### config.mk
export PLATFORM = sky130hd
export DESIGN_NAME = lcd_subpixel_glyph_filter
export DESIGN_NICKNAME = d
export VERILOG_FILES = /design/src/rtl/lsgf_pkg.sv /design/src/rtl/lsgf_ctrl.sv /design/src/rtl/lsgf_datapath.sv /design/src/rtl/lcd_subpixel_glyph_filter.sv
export VERILOG_INCLUDE_DIRS = /design/src /design/src/rtl
export SDC_FILE = /design/constraint.sdc
export NUM_CORES = 1
export LEC_CHECK = 0
export ABC_AREA = 1
export BUFFER_PORTS_ARGS = -buffer_cell sky130_fd_sc_hd__buf_4
export CAP_MARGIN = 10
export CELL_PAD_IN_SITES_DETAIL_PLACEMENT = 1
export CELL_PAD_IN_SITES_GLOBAL_PLACEMENT = 1
export CORE_MARGIN = 4
export CORE_UTILIZATION = 54
export CTS_CLUSTER_SIZE = 8
export DETAILED_ROUTE_END_ITERATION = 16
export PLACE_DENSITY_LB_ADDON = 0.1
export SLEW_MARGIN = 25
export SYNTH_ARGS = -nofsm -noshare
export SYNTH_HDL_FRONTEND = slang
export SYNTH_SLANG_ARGS = --single-unit
### constraint.sdc
create_clock -name clk -period 10.8 [get_ports clk]
set_clock_uncertainty 0.15 [all_clocks]
set_input_delay 1.08 -clock clk [delete_from_list [all_inputs] [get_ports clk]]
set_output_delay 1.08 -clock clk [all_outputs]
set_load 0.01 [all_outputs]
### src/rtl/assert_macros.svh
// ----------------------------------------------------------------------------
// Assertion macros
// Shared concurrent assertion forms, clocked on clk, reset by rst_n.
// ----------------------------------------------------------------------------
`ifndef ASSERT_MACROS_SVH
`define ASSERT_MACROS_SVH

// Property that must hold at every clock edge outside reset
`define ASSERT_CLK(label, prop, msg) \
    label: assert property (@(posedge clk) disable iff (!rst_n) (prop)) else $error(msg);

// Condition that must never be seen outside reset
`define ASSERT_NEVER(label, cond, msg) \
    `ASSERT_CLK(label, !(cond), msg)

`endif

### src/rtl/lsgf_pkg.sv
// ----------------------------------------------------------------------------
// lsgf_pkg
// Types and constants shared by the subpixel glyph filter modules.
// ----------------------------------------------------------------------------
package lsgf_pkg;

    // Configuration register indexes
    typedef enum logic [1:0] {
        REG_GAIN     = 2'd0,
        REG_FG_RED   = 2'd1,
        REG_FG_GREEN = 2'd2,
        REG_FG_BLUE  = 2'd3
    } cfg_reg_t;

    // Color channels
    localparam logic [1:0] CH_RED   = 2'd0;
    localparam logic [1:0] CH_GREEN = 2'd1;
    localparam logic [1:0] CH_BLUE  = 2'd2;

    // Filter weights (sum 256) and rounding term
    localparam logic [7:0]  W_EDGE   = 8'h55;
    localparam logic [7:0]  W_CENTER = 8'h56;
    localparam logic [16:0] FIR_ROUND = 17'd128;
    localparam logic [7:0]  FULL_SCALE = 8'd255;

    // Spill results that follow the last sample of a row
    localparam logic [1:0] ROW_SPILLS = 2'd2;

    // Controller states
    typedef enum logic [1:0] {
        ST_IDLE,
        ST_PROD,
        ST_SCALE,
        ST_FILTER
    } state_t;

    // Commands from controller to datapath
    typedef struct packed {
        logic load_sample;
        logic zero_sample;
        logic prod_en;
        logic scale_en;
        logic filter_en;
        logic row_clear;
        logic item_done;
        logic row_end;
    } dp_cmd_t;

endpackage

### src/rtl/lsgf_ctrl.sv
// ----------------------------------------------------------------------------
// lsgf_ctrl
// Sequencer: steps each result through the boost and filter datapath and
// counts the spill results of a row end. Owns the output valid flag.
// ----------------------------------------------------------------------------
module lsgf_ctrl
(
    input  logic             clk,
    input  logic             rst_n,
    input  logic             in_valid,
    output logic             in_ready,
    input  logic             last_in_row,
    output logic             out_valid,
    input  logic             out_ready,
    output lsgf_pkg::dp_cmd_t cmd
);
    import lsgf_pkg::*;

    state_t     state_reg, state_next;
    logic [1:0] spill_reg, spill_next;
    logic       last_reg, last_next;
    logic       out_valid_reg, out_valid_next;
    logic       accept;
    logic       out_free;

    assign accept    = in_valid && (state_reg == ST_IDLE);
    assign out_free  = !out_valid_reg || out_ready;
    assign in_ready  = (state_reg == ST_IDLE);
    assign out_valid = out_valid_reg;

    // State and counters
    always_ff @(posedge clk or negedge rst_n)
    begin
        if (!rst_n)
        begin
            state_reg     <= ST_IDLE;
            spill_reg     <= 2'd0;
            last_reg      <= 1'b0;
            out_valid_reg <= 1'b0;
        end
        else
        begin
            state_reg     <= state_next;
            spill_reg     <= spill_next;
            last_reg      <= last_next;
            out_valid_reg <= out_valid_next;
        end
    end

    // Next state and commands
    always_comb
    begin
        state_next     = state_reg;
        spill_next     = spill_reg;
        last_next      = last_reg;
        out_valid_next = out_valid_reg && !out_ready;
        cmd            = '0;
        case (state_reg)
            ST_IDLE:
            begin
                if (accept)
                begin
                    cmd.load_sample = 1'b1;
                    last_next       = last_in_row;
                    spill_next      = last_in_row ? ROW_SPILLS : 2'd0;
                    state_next      = ST_PROD;
                end
            end
            ST_PROD:
            begin
                cmd.prod_en = 1'b1;
                state_next  = ST_SCALE;
            end
            ST_SCALE:
            begin
                cmd.scale_en = 1'b1;
                state_next   = ST_FILTER;
            end
            ST_FILTER:
            begin
                // wait here while the previous result is still held
                if (out_free)
                begin
                    cmd.filter_en  = 1'b1;
                    out_valid_next = 1'b1;
                    if (spill_reg != 2'd0)
                    begin
                        cmd.zero_sample = 1'b1;
                        spill_next      = spill_reg - 2'd1;
                        state_next      = ST_PROD;
                    end
                    else
                    begin
                        cmd.item_done = 1'b1;
                        cmd.row_end   = last_reg;
                        cmd.row_clear = last_reg;
                        state_next    = ST_IDLE;
                    end
                end
            end
            default:
            begin
                state_next = ST_IDLE;
            end
        endcase
    end

endmodule

### src/rtl/lsgf_datapath.sv
// ----------------------------------------------------------------------------
// lsgf_datapath
// Configuration registers, dark-glyph boost (two registered multiply steps),
// three-tap window, channel counter and the output register.
// ----------------------------------------------------------------------------
module lsgf_datapath
(
    input  logic              clk,
    input  logic              rst_n,
    input  logic              cfg_we,
    input  logic [1:0]        cfg_index,
    input  logic [7:0]        cfg_data,
    input  logic [7:0]        sample,
    input  lsgf_pkg::dp_cmd_t cmd,
    output logic [7:0]        alpha,
    output logic [1:0]        channel,
    output logic              item_done,
    output logic              row_end
);
    import lsgf_pkg::*;

    logic [7:0]  gain_reg;
    logic [7:0]  fg_red_reg;
    logic [7:0]  fg_green_reg;
    logic [7:0]  fg_blue_reg;

    logic [7:0]  sample_reg;
    logic [7:0]  contrast_reg;
    logic [13:0] prod_reg;
    logic [5:0]  boost_add_reg;
    logic [7:0]  tap_older_reg;
    logic [7:0]  tap_newer_reg;
    logic [1:0]  channel_reg;

    logic [7:0]  alpha_reg;
    logic [1:0]  out_channel_reg;
    logic        item_done_reg;
    logic        row_end_reg;

    logic [7:0]  fg_sel;
    logic [15:0] contrast_full;
    logic [15:0] prod_full;
    logic [21:0] scale_full;
    logic [8:0]  boost_sum;
    logic [7:0]  boosted;
    logic [16:0] acc;

    // Configuration writes; all indexes are defined
    always_ff @(posedge clk or negedge rst_n)
    begin
        if (!rst_n)
        begin
            gain_reg     <= 8'd0;
            fg_red_reg   <= 8'd0;
            fg_green_reg <= 8'd0;
            fg_blue_reg  <= 8'd0;
        end
        else if (cfg_we)
        begin
            case (cfg_index)
                REG_GAIN:     gain_reg     <= cfg_data;
                REG_FG_RED:   fg_red_reg   <= cfg_data;
                REG_FG_GREEN: fg_green_reg <= cfg_data;
                REG_FG_BLUE:  fg_blue_reg  <= cfg_data;
                default:      gain_reg     <= gain_reg;
            endcase
        end
    end

    // Foreground component of the current channel
    always_comb
    begin
        case (channel_reg)
            CH_RED:   fg_sel = fg_red_reg;
            CH_GREEN: fg_sel = fg_green_reg;
            default:  fg_sel = fg_blue_reg;
        endcase
    end

    // Boost arithmetic
    assign contrast_full = 16'(FULL_SCALE - fg_sel) * 16'(gain_reg);
    assign prod_full     = 16'(sample_reg) * 16'(FULL_SCALE - sample_reg);
    assign scale_full    = 22'(contrast_reg) * 22'(prod_reg);
    assign boost_sum     = {1'b0, sample_reg} + {3'd0, boost_add_reg};
    assign boosted       = boost_sum[8] ? FULL_SCALE : boost_sum[7:0];

    // Rounded 0x55/0x56/0x55 filter
    assign acc = 17'(tap_older_reg) * 17'(W_EDGE)
               + 17'(tap_newer_reg) * 17'(W_CENTER)
               + 17'(boosted) * 17'(W_EDGE)
               + FIR_ROUND;

    // Sample and multiply stages
    always_ff @(posedge clk)
    begin
        if (cmd.load_sample)
            sample_reg <= sample;
        else if (cmd.zero_sample)
            sample_reg <= 8'd0;
        if (cmd.prod_en)
        begin
            contrast_reg <= contrast_full[15:8];
            prod_reg     <= prod_full[13:0];
        end
        if (cmd.scale_en)
            boost_add_reg <= scale_full[21:16];
    end

    // Window taps and channel counter
    always_ff @(posedge clk or negedge rst_n)
    begin
        if (!rst_n)
        begin
            tap_older_reg <= 8'd0;
            tap_newer_reg <= 8'd0;
            channel_reg   <= CH_BLUE;
        end
        else if (cmd.filter_en)
        begin
            if (cmd.row_clear)
            begin
                tap_older_reg <= 8'd0;
                tap_newer_reg <= 8'd0;
                channel_reg   <= CH_BLUE;
            end
            else
            begin
                tap_older_reg <= tap_newer_reg;
                tap_newer_reg <= boosted;
                channel_reg   <= (channel_reg == CH_BLUE) ? CH_RED : channel_reg + 2'd1;
            end
        end
    end

    // Output register
    always_ff @(posedge clk)
    begin
        if (cmd.filter_en)
        begin
            alpha_reg       <= acc[15:8];
            out_channel_reg <= channel_reg;
            item_done_reg   <= cmd.item_done;
            row_end_reg     <= cmd.row_end;
        end
    end

    assign alpha     = alpha_reg;
    assign channel   = out_channel_reg;
    assign item_done = item_done_reg;
    assign row_end   = row_end_reg;

endmodule

### src/rtl/lcd_subpixel_glyph_filter.sv
// ----------------------------------------------------------------------------
// lcd_subpixel_glyph_filter
// Dark-glyph contrast boost followed by a rounded three-tap subpixel filter.
// ----------------------------------------------------------------------------
//  channel  | signals                              | direction
//  ---------+--------------------------------------+----------
//  input    | in_valid, in_ready, sample, last_in_row | in (in_ready out)
//  output   | out_valid, out_ready, alpha, channel, item_done, row_end | out (out_ready in)
//  config   | cfg_we, cfg_index, cfg_data          | in, write only
//
// Each result passes through the product, scale and filter steps, set by the
// two dependent multiplies of the boost. An item is accepted from idle, and a
// row-end item (three results) keeps the input closed until its last filter step.
// Reset clears the window, sets the channel to blue and zeroes the
// configuration registers.
// A held result stalls the filter step until out_ready takes it.
// ----------------------------------------------------------------------------
`include "assert_macros.svh"

module lcd_subpixel_glyph_filter
(
    input  logic       clk,
    input  logic       rst_n,
    input  logic       cfg_we,
    input  logic [1:0] cfg_index,
    input  logic [7:0] cfg_data,
    input  logic       in_valid,
    output logic       in_ready,
    input  logic [7:0] sample,
    input  logic       last_in_row,
    output logic       out_valid,
    input  logic       out_ready,
    output logic [7:0] alpha,
    output logic [1:0] channel,
    output logic       item_done,
    output logic       row_end
);
    import lsgf_pkg::*;

    dp_cmd_t cmd;

    // Sequencer
    lsgf_ctrl u_ctrl
    (
        .clk         (clk),
        .rst_n       (rst_n),
        .in_valid    (in_valid),
        .in_ready    (in_ready),
        .last_in_row (last_in_row),
        .out_valid   (out_valid),
        .out_ready   (out_ready),
        .cmd         (cmd)
    );

    // Arithmetic and state
    lsgf_datapath u_datapath
    (
        .clk       (clk),
        .rst_n     (rst_n),
        .cfg_we    (cfg_we),
        .cfg_index (cfg_index),
        .cfg_data  (cfg_data),
        .sample    (sample),
        .cmd       (cmd),
        .alpha     (alpha),
        .channel   (channel),
        .item_done (item_done),
        .row_end   (row_end)
    );

    // A row end is always the last result of its item
    `ASSERT_CLK(a_row_end_done, (out_valid && row_end) |-> item_done, "row_end without item_done")

    // An accepted item keeps the input closed while it is processed
    `ASSERT_CLK(a_busy_after_accept, (in_valid && in_ready) |=> !in_ready, "input reopened early")

    // A stalled result stays valid until it is taken
    `ASSERT_CLK(a_out_hold, (out_valid && !out_ready) |=> out_valid, "held result dropped")

    // A stalled result keeps its alpha
    `ASSERT_CLK(a_out_stable, (out_valid && !out_ready) |=> $stable(alpha), "held alpha changed")

    // No result is ever made while an item is being accepted
    `ASSERT_NEVER(a_no_filter_in_idle, in_ready && cmd.filter_en, "filter step while idle")

endmodule
**Yosys cells after proc, flatten, opt, wreduce, memory -nomap -nowiden**

Cells that the tools add are included.

- Multipliers: 6
- Muxes and demuxes: 29
- Reductions and logical operators: 20
- $add $sub $neg: 8
- Eq/ne operators: 11
- Bitwise gates (word level): 2

Operators with widths:

| operator | count |
|---|---|
| 8-bit two-way mux | 5 |
| 8-bit by 7-bit multiplier with 15-bit output (second input constant) | 2 |
| 8-bit by 14-bit multiplier with 22-bit output | 1 |
| 8-bit by 8-bit subtractor with 9-bit output (first input constant) | 2 |
| 15-bit by 15-bit adder with 16-bit output | 1 |
| 16-bit by 15-bit adder with 16-bit output | 1 |
| 16-bit by 8-bit adder with 16-bit output (second input constant) | 1 |
| 16-bit by 8-bit multiplier with 16-bit output | 1 |
| 8-bit by 16-bit multiplier with 14-bit output | 1 |
| 2-bit two-way mux | 8 |
| 8-bit case mux with 2 select lines | 1 |
| 8-bit by 6-bit multiplier with 14-bit output (second input constant) | 1 |
| 2-bit AND reduction | 7 |
| 2-bit equality test (second input constant) | 5 |
| 1-bit two-way mux | 10 |
| 8-bit by 6-bit adder with 9-bit output | 1 |
| 4-bit two-way mux | 2 |
| 2-bit case mux with 4 select lines | 1 |
| 2-bit by 1-bit equality test with 1-bit output (second input constant) | 3 |
| 2-bit logical NOT | 3 |
| 2-bit by 1-bit != test with 1-bit output (second input constant) | 3 |
| 2-bit nonzero test | 3 |
| 2-bit case mux with 2 select lines | 1 |
| 4-bit AND reduction | 1 |
| other kinds (8) | 11 |

- Output and inout bits: 14
- Register bits: 104
- Word-level logic and storage cells: 95
- Input bits: 24

**Depth between registers and ports, before layout**

Gate-level depths: netlist of the first run.

- Word-level depth: 6
- Mapped depth: 28
- Depth with buffers taken out: 28

**By module**

Synthesis of the first run repeated with hierarchy kept, for this count alone.

- Cell total of the unflattened synthesis: 1,746
- Area total of the unflattened synthesis: 14,736.6 sq um

By module, submodules not included:

| module | cells an instance | seq. area each (sq um) | area each (sq um) | instances |
|---|---|---|---|---|
| lsgf_datapath | 1,686 | 2,663.8 | 14,276.2 | 1 |
| lsgf_ctrl | 60 | 150.1 | 460.4 | 1 |

**Worst setup path after synthesis of the first run**

No wires, ideal clock.

- Kind: register to register
- Start point: register u_datapath.tap_newer_reg[1]
- End point: register u_datapath.alpha_reg[6] (netlist: u_datapath.alpha[6]) (data pin)
- Cell stages (with the launch flop): 26
- Path slack: 4.043 ns
- Arrival: 6.355 ns
- Required time: 10.398 ns
- Path buffers: 0
- Library setup time: 0.252 ns
- Period minus slack after synthesis: 6.757 ns
- Cells stage by stage: dfrtp_1 -> ha_1 -> inv_1 -> fa_1 -> fa_1 -> inv_1 -> ha_1 -> nand3_1 -> nand2_1 -> a21oi_1 -> xor2_1 -> fa_1 -> fa_1 -> inv_1 -> fa_1 -> fa_1 -> inv_1 -> fa_1 -> inv_1 -> ha_1 -> a21oi_1 -> o21ai_0 -> a221oi_1 -> nand2_1 -> nand2_1 -> nand2_1

- Word-level cells in the longest chain between the ends: 4

RTL lines:

| element | line | text |
|---|---|---|
| start, declared | lsgf_datapath.sv:32 | `logic [7:0] tap_newer_reg;` |
| start signal, assigned | lsgf_datapath.sv:129 | `tap_newer_reg <= boosted;` |
| 8-bit by 6-bit multiplier with 14-bit output | lsgf_datapath.sv:89 | `+ 17'(tap_newer_reg) * 17'(W_CENTER)` |
| 15-bit by 15-bit adder with 16-bit output | lsgf_datapath.sv:89 |  |
| 16-bit by 15-bit adder with 16-bit output | lsgf_datapath.sv:90 | `+ 17'(boosted) * 17'(W_EDGE)` |
| 16-bit by 8-bit adder with 16-bit output | lsgf_datapath.sv:91 | `+ FIR_ROUND;` |
| via u_datapath.acc[14] | lsgf_datapath.sv:46 | `logic [16:0] acc;` |
| end signal, assigned | lsgf_datapath.sv:140 | `alpha_reg <= acc[15:8];` |
| end, declared | lsgf_datapath.sv:35 | `logic [7:0] alpha_reg;` |

The timed path passes the listed nets, and every way through them passes these cells.
A chain may end at the register's enable or synchronous reset.

**Final worst setup path of the first run**

- Start point: register u_datapath.tap_newer_reg[3]
- End point: register u_datapath.alpha_reg[6] (netlist: u_datapath.alpha[6]) (data pin)

The elaborated chain is that of the path after synthesis.

==> results of run 1 <==
-- per-stage QoR --
| step | area [sq um] | setup WS, ns | std cells |
|---|---|---|---|
| final | 15490 | 3.438 | 2084 |
| after floorplan | 14600 | 4.043 | 1726 |
| after CTS | 15490 | 3.409 | 2084 |
| after global placement | 15180 | 3.797 | 2068 |
| after global routing | 15490 | 3.044 | 2084 |
| after detailed placement | 15180 | 3.423 | 2068 |
-- metal layers --
metal,wire length (microns),vias to the layer above,share of wire
met1,15750,5807,0.41
met5,0,-,0
li1,-,5362,-
met3,910,70,0.024
met4,1089,0,0.029
met2,20370,173,0.53
-- area by class of cell --
type                    instances  area, sq um  share of cell area
multi-input cells            1195        10170              0.6566
clock buffers                  10        250.2             0.01615
well taps                     335        419.2             0.02706
flip-flops and latches        103         2814              0.1816
repair buffers                 39        292.8             0.01890
clock inverters                 6        57.56            0.003715
inverters                     396         1486             0.09595
-- cell families after synthesis --
family                     share of synthesized area
buffers and inverters                         0.1108
muxes                                      0.0007713
adders and majority gates                     0.4443
xor gates and xnor gates                     0.02280
and+or+nand+nor                               0.1640
DFF                                           0.1927
AOI/OAI and AO/OA                            0.06454
-- cells in the final DEF, fill, tap and decap left out, types with 2 or more instances in the layout --
master and n:
and3_1 5, o21a_1 4, a221oi_1 4, o21ai_0 70, a21oi_1 56, nand2_1 368
nand2_2 10, nor2_2 3, a21o_1 15, nand3_1 46, inv_6 3, a31oi_1 3
dfrtp_1 55, fa_1 184, nor2_1 113, edfxtp_1 47, nor3_1 15, clkinv_1 4
xor2_1 31, a211oi_1 2, nand3b_1 2, inv_1 393, xnor2_1 7, ha_1 223
nand4_1 8, or2_2 3, buf_4 39, clkbuf_16 10, o21bai_1 5, o22ai_1 5
nand3_4 2
-- worst min-delay path: stages, from the launching register on --
cell and delay [ns]:
dfrtp_1 0.35, nand2_1 0.05, o21ai_0 0.06
-- worst max path at each step --
stage | from | end | slack [ns] | cells after the start
floorplan | u_datapath.tap_newer_reg[1] | u_datapath.alpha[6] | 4.04 | 25
global route | u_datapath.tap_newer_reg[3] | u_datapath.alpha[6] | 3.04 | 25
finish | u_datapath.tap_newer_reg[3] | u_datapath.alpha[6] | 3.44 | 25
CTS | u_datapath.tap_newer_reg[3] | u_datapath.alpha[6] | 3.41 | 25
detailed placement | u_datapath.tap_newer_reg[2] | u_datapath.alpha[6] | 3.42 | 23
global placement | u_datapath.tap_newer_reg[1] | u_datapath.alpha[6] | 3.80 | 25
==> results.json, run 1 <==
{
  "status": "completed",
  "required_ns": 10.78,
  "vias": 11410,
  "synth_top_area_frac": 0.2523,
  "synth_flop_cell": "dfrtp_1",
  "hold_start": "u_datapath.fg_green_reg[2]",
  "syn_area_per_cell_sq_um": 8.458,
  "ys_top_cells_by_area": "fa_1, ha_1, inv_1",
  "die_h_microns": 172.4,
  "crit_path_frequent_cell": "fa_1",
  "ys_seq_area_frac": 0.1927,
  "htree_num_levels": 3,
  "rows": 59,
  "timing.final.crit_share": 0.6817,
  "synth_most_common_cell": "inv_1",
  "wire_per_inst_microns": 18.29,
  "synth_cell_types": 42,
  "antenna_found_initial": 0,
  "finalSetupViolations": 0,
  "viasPerCell": 5.476,
  "whs_path_depth": 2,
  "async_flop_share": 0.5437,
  "hold_viol": 0,
  "worst-path-buf-inv": 5,
  "reg2reg_slack_ns": 3.44,
  "syn-num-nets": 2158,
  "crit_arrival_ns": 7.34,
  "cts-root-buf": "clkbuf_16",
  "startpoint_type": "flip-flop",
  "slowest_stage": "fa_1",
  "path_clk_slew_ns": 0.08,
  "initial_utilization": 0.5540,
  "synth_common_cells": "inv_1, nand2_1, ha_1",
  "clock_sinks": 103,
  "crit_path_max_incr_delay_ns": 0.54,
  "clock_path_buffers": 2,
  "rsz0062_at_grt": "false",
  "drive_above_1_share": 0.04460,
  "nFillCells": 3178,
  "cts_resized": 0,
  "cts_tree": "yes",
  "worstSetupEndpointType": "flip-flop",
  "cap_viol_max_count": 0,
  "numCtsBuffers": 9,
  "synth_edf_count": 47,
  "largest_register_ffs": 13,
  "postRouteAntennaNets": 0,
  "grt_overflow": 0,
  "firstDrtPassIters": 4,
  "worstReg2RegStart": "u_datapath.tap_newer_reg[3]",
  "syn_area_sq_mm": 0.01460,
  "nets": 2176,
  "core-area_sq_mm": 0.02635,
  "gp_congestion": 0.9113,
  "io_buffers": 37,
  "ys_ff_latch": 103,
  "grt-busiest-layer": "met2",
  "grt_use_met1": 0.3271,
  "cpLargestDelayFamily": "adder cells",
  "clk_latency_ns": 0.37,
  "path_max_fanout": 6,
  "rr_endpoint": "u_datapath.alpha[6]",
  "synth_cells": 1726,
  "worstSetupPathType": "reg -> reg",
  "grt_pass1_wl_mm": 64.09,
  "worst_pin_slew_ns": 0.7252,
  "totalWireLength_mm": 38.12,
  "dpl.hpwl_mm": 31.69,
  "drv_slew": 0,
  "hold_class": "reg -> reg",
  "timing.hold.ws_ns": 0.3449,
  "grt_pass1_vias": 12930,
  "yosysTopAreaCell": "fa_1",
  "max_freq_mhz": 135.8,
  "diodes": 0,
  "grt_use_met3": 0.02835,
  "tns_ns": 0,
  "dieWidth_microns": 172.4,
  "yosys_warnings": 0,
  "initialDrtViolationCount": 454,
  "fin_util": 0.5879,
  "area_growth_pct": 6.120,
  "slew_headroom": 0.5166,
  "fin_crit_ns": 7.362,
  "r2r_cells": 25,
  "postCtsSetupBuffers": 0,
  "io_pins": 38,
  "grt_max_degree": 57,
  "fp.dieArea_sq_mm": 0.02973,
  "grt.met2_usage": 0.5108,
  "grt.total_usage": 0.2720,
  "drc": 0,
  "hold_path_end": "u_datapath.fg_green_reg[2]",
  "cts_hold_buf": 0
}
Power of run 1 is left out: the tool's default activity adds up to more than one toggle a clock period on the data nets, which glitch-free logic cannot reach.
==> run 2, diff against run 1 <==
--- a/config.mk
+++ b/config.mk
@@ -12,7 +12,7 @@
 export CELL_PAD_IN_SITES_DETAIL_PLACEMENT = 1
 export CELL_PAD_IN_SITES_GLOBAL_PLACEMENT = 1
 export CORE_MARGIN = 4
-export CORE_UTILIZATION = 54
+export CORE_UTILIZATION = 45
 export CTS_CLUSTER_SIZE = 8
 export DETAILED_ROUTE_END_ITERATION = 16
 export PLACE_DENSITY_LB_ADDON = 0.1
==> constraint.sdc (replaced) <==
create_clock -name clk -period 6 [get_ports clk]
set_clock_uncertainty 0.15 [all_clocks]
set_input_delay 0.6 -clock clk [delete_from_list [all_inputs] [get_ports clk]]
set_output_delay 0.6 -clock clk [all_outputs]
set_load 0.01 [all_outputs]
==> results.json, run 2 (synthesis results as in run 1) <==
{
  "cts_tree": "yes",
  "largest_register_ffs": 13,
  "grt_overflow": 0,
  "grt_pass1_vias": 12810,
  "cap_viol_max_count": 0,
  "rows": 65,
  "grt_max_degree": 57,
  "area_growth_pct": 15.34,
  "required_ns": 5.99,
  "antenna_found_initial": 1,
  "dp_slack_ns": -0.6549,
  "dpl.hpwl_mm": 32.33,
  "drv_slew": 0,
  "hold_class": "in -> async",
  "firstDrtPassIters": 5,
  "path_clk_slew_ns": 0.09,
  "io_pins": 38,
  "viasPerCell": 5.049,
  "final_cell_mix": "inv_1, nand2_1, ha_1",
  "timing.final.crit_share": 1.093,
  "cts_hold_buf": 0,
  "violations": "negative setup slack",
  "nets": 2271,
  "grt.total_usage": 0.2286,
  "worstSetupPathType": "reg -> reg",
  "cts-root-buf": "clkbuf_16",
  "drc": 0,
  "fp.dieArea_sq_mm": 0.03539,
  "diodes": 0,
  "path_max_fanout": 4,
  "grt_pass1_wl_mm": 65.27,
  "status": "finished, violations left",
  "vias": 11510,
  "totalWireLength_mm": 39.50,
  "gp_congestion": 0.8332,
  "initialDrtViolationCount": 369,
  "worstSetupEndpointType": "flip-flop",
  "crit_path_max_incr_delay_ns": 0.57,
  "clock_path_buffers": 2,
  "wire_per_inst_microns": 17.33,
  "clock_sinks": 103,
  "rsz0062_at_grt": "true",
  "startpoint_type": "flip-flop",
  "finalSetupViolations": 8,
  "die_h_microns": 188.1,
  "slowest_stage": "fa_2",
  "dieWidth_microns": 188.1,
  "max_freq_mhz": 152.4,
  "htree_num_levels": 3,
  "postRouteAntennaNets": 0,
  "crit_path_frequent_cell": "fa_1",
  "crit_arrival_ns": 6.55,
  "initial_utilization": 0.4591,
  "fin_ws_ns": -0.5602,
  "clk_latency_ns": 0.38,
  "worst_pin_slew_ns": 0.7691,
  "final_common_cell": "inv_1",
  "fin_crit_ns": 6.560,
  "core-area_sq_mm": 0.03180,
  "hold_viol": 0,
  "slew_headroom": 0.4872,
  "drive_above_1_share": 0.1383,
  "numCtsBuffers": 9,
  "io_buffers": 37
}
==> run 2: cell count changes in the layout (fill, tap and decap cells not counted), sizes merged <==
| cell | change |
|---|---|
| buf | +95 |
| clkbuf | -1 |
| clkinvlp | +1 |
==> run 2: worst paths after layout <==
path                       depth (start not counted)                        start                          end  slack, ns
hold / removal                                     1                        rst_n       u_datapath.gain_reg[1]       0.13
max in group asynchronous                          1                        rst_n  u_datapath.tap_newer_reg[6]       4.99
hold reg to reg                                    2    u_datapath.fg_blue_reg[0]    u_datapath.fg_blue_reg[0]       0.34
setup reg to reg                                  25  u_datapath.tap_newer_reg[3]          u_datapath.alpha[7]      -0.56
min in group clk                                   2                  last_in_row              u_ctrl.last_reg       0.33
setup / recovery                                  25  u_datapath.tap_newer_reg[3]          u_datapath.alpha[7]      -0.56
==> run 2: metrics by stage <==
stage	instance area, sq um	hold slack, ns	util	TNS, ns	instances
after floorplan	14690	0.1544	-	-0.7461	1726
after global placement	15980	0.3177	0.5025	-2.908	2245
after detailed placement	15980	0.3255	0.5025	-3.913	2245
after CTS	16620	0.1620	0.5226	-2.638	2272
after global routing	16840	0.1809	0.5295	-4.957	2279
final	16840	0.1298	0.5295	-3.480	2279
==> run 2: metal layers <==
layer  vias up  wire (microns)  track usage
li1       5543               -            -
met1      5777           17010       0.2850
met2       134           20660       0.4247
met3        50             992      0.02494
met4         2             826      0.05280
met5         -               7            0
==> run 2: critical path: cells and delay by family (launching register included) <==
kind / cells / cell delay, ns
fa+ha+maj: 10 / 4.18
simple gates: 7 / 0.77
flops: 1 / 0.47
buf+inv: 6 / 0.39
xor+xnor: 1 / 0.21
compound gates: 1 / 0.16
==> run 2: area by class of cell <==
class                      instances  area, sq um
fill                            3803        14960
multi-input combinational       1195        10660
sequential                       103         2819
inverter                         396         1486
timing repair buffer             134         1032
tap                              435        544.3
clock buffer                       9        225.2
clock inverter                     7        68.82
==> run 2: what timing repair did <==
action / 4_1_cts / 5_1_grt
pin swaps: 36 / 27
endpoints found under the setup margin: 8 / 8
buffers inserted: 11 / 7
resized for setup: 49 / 34
Power of run 2 is left out for the same reason.
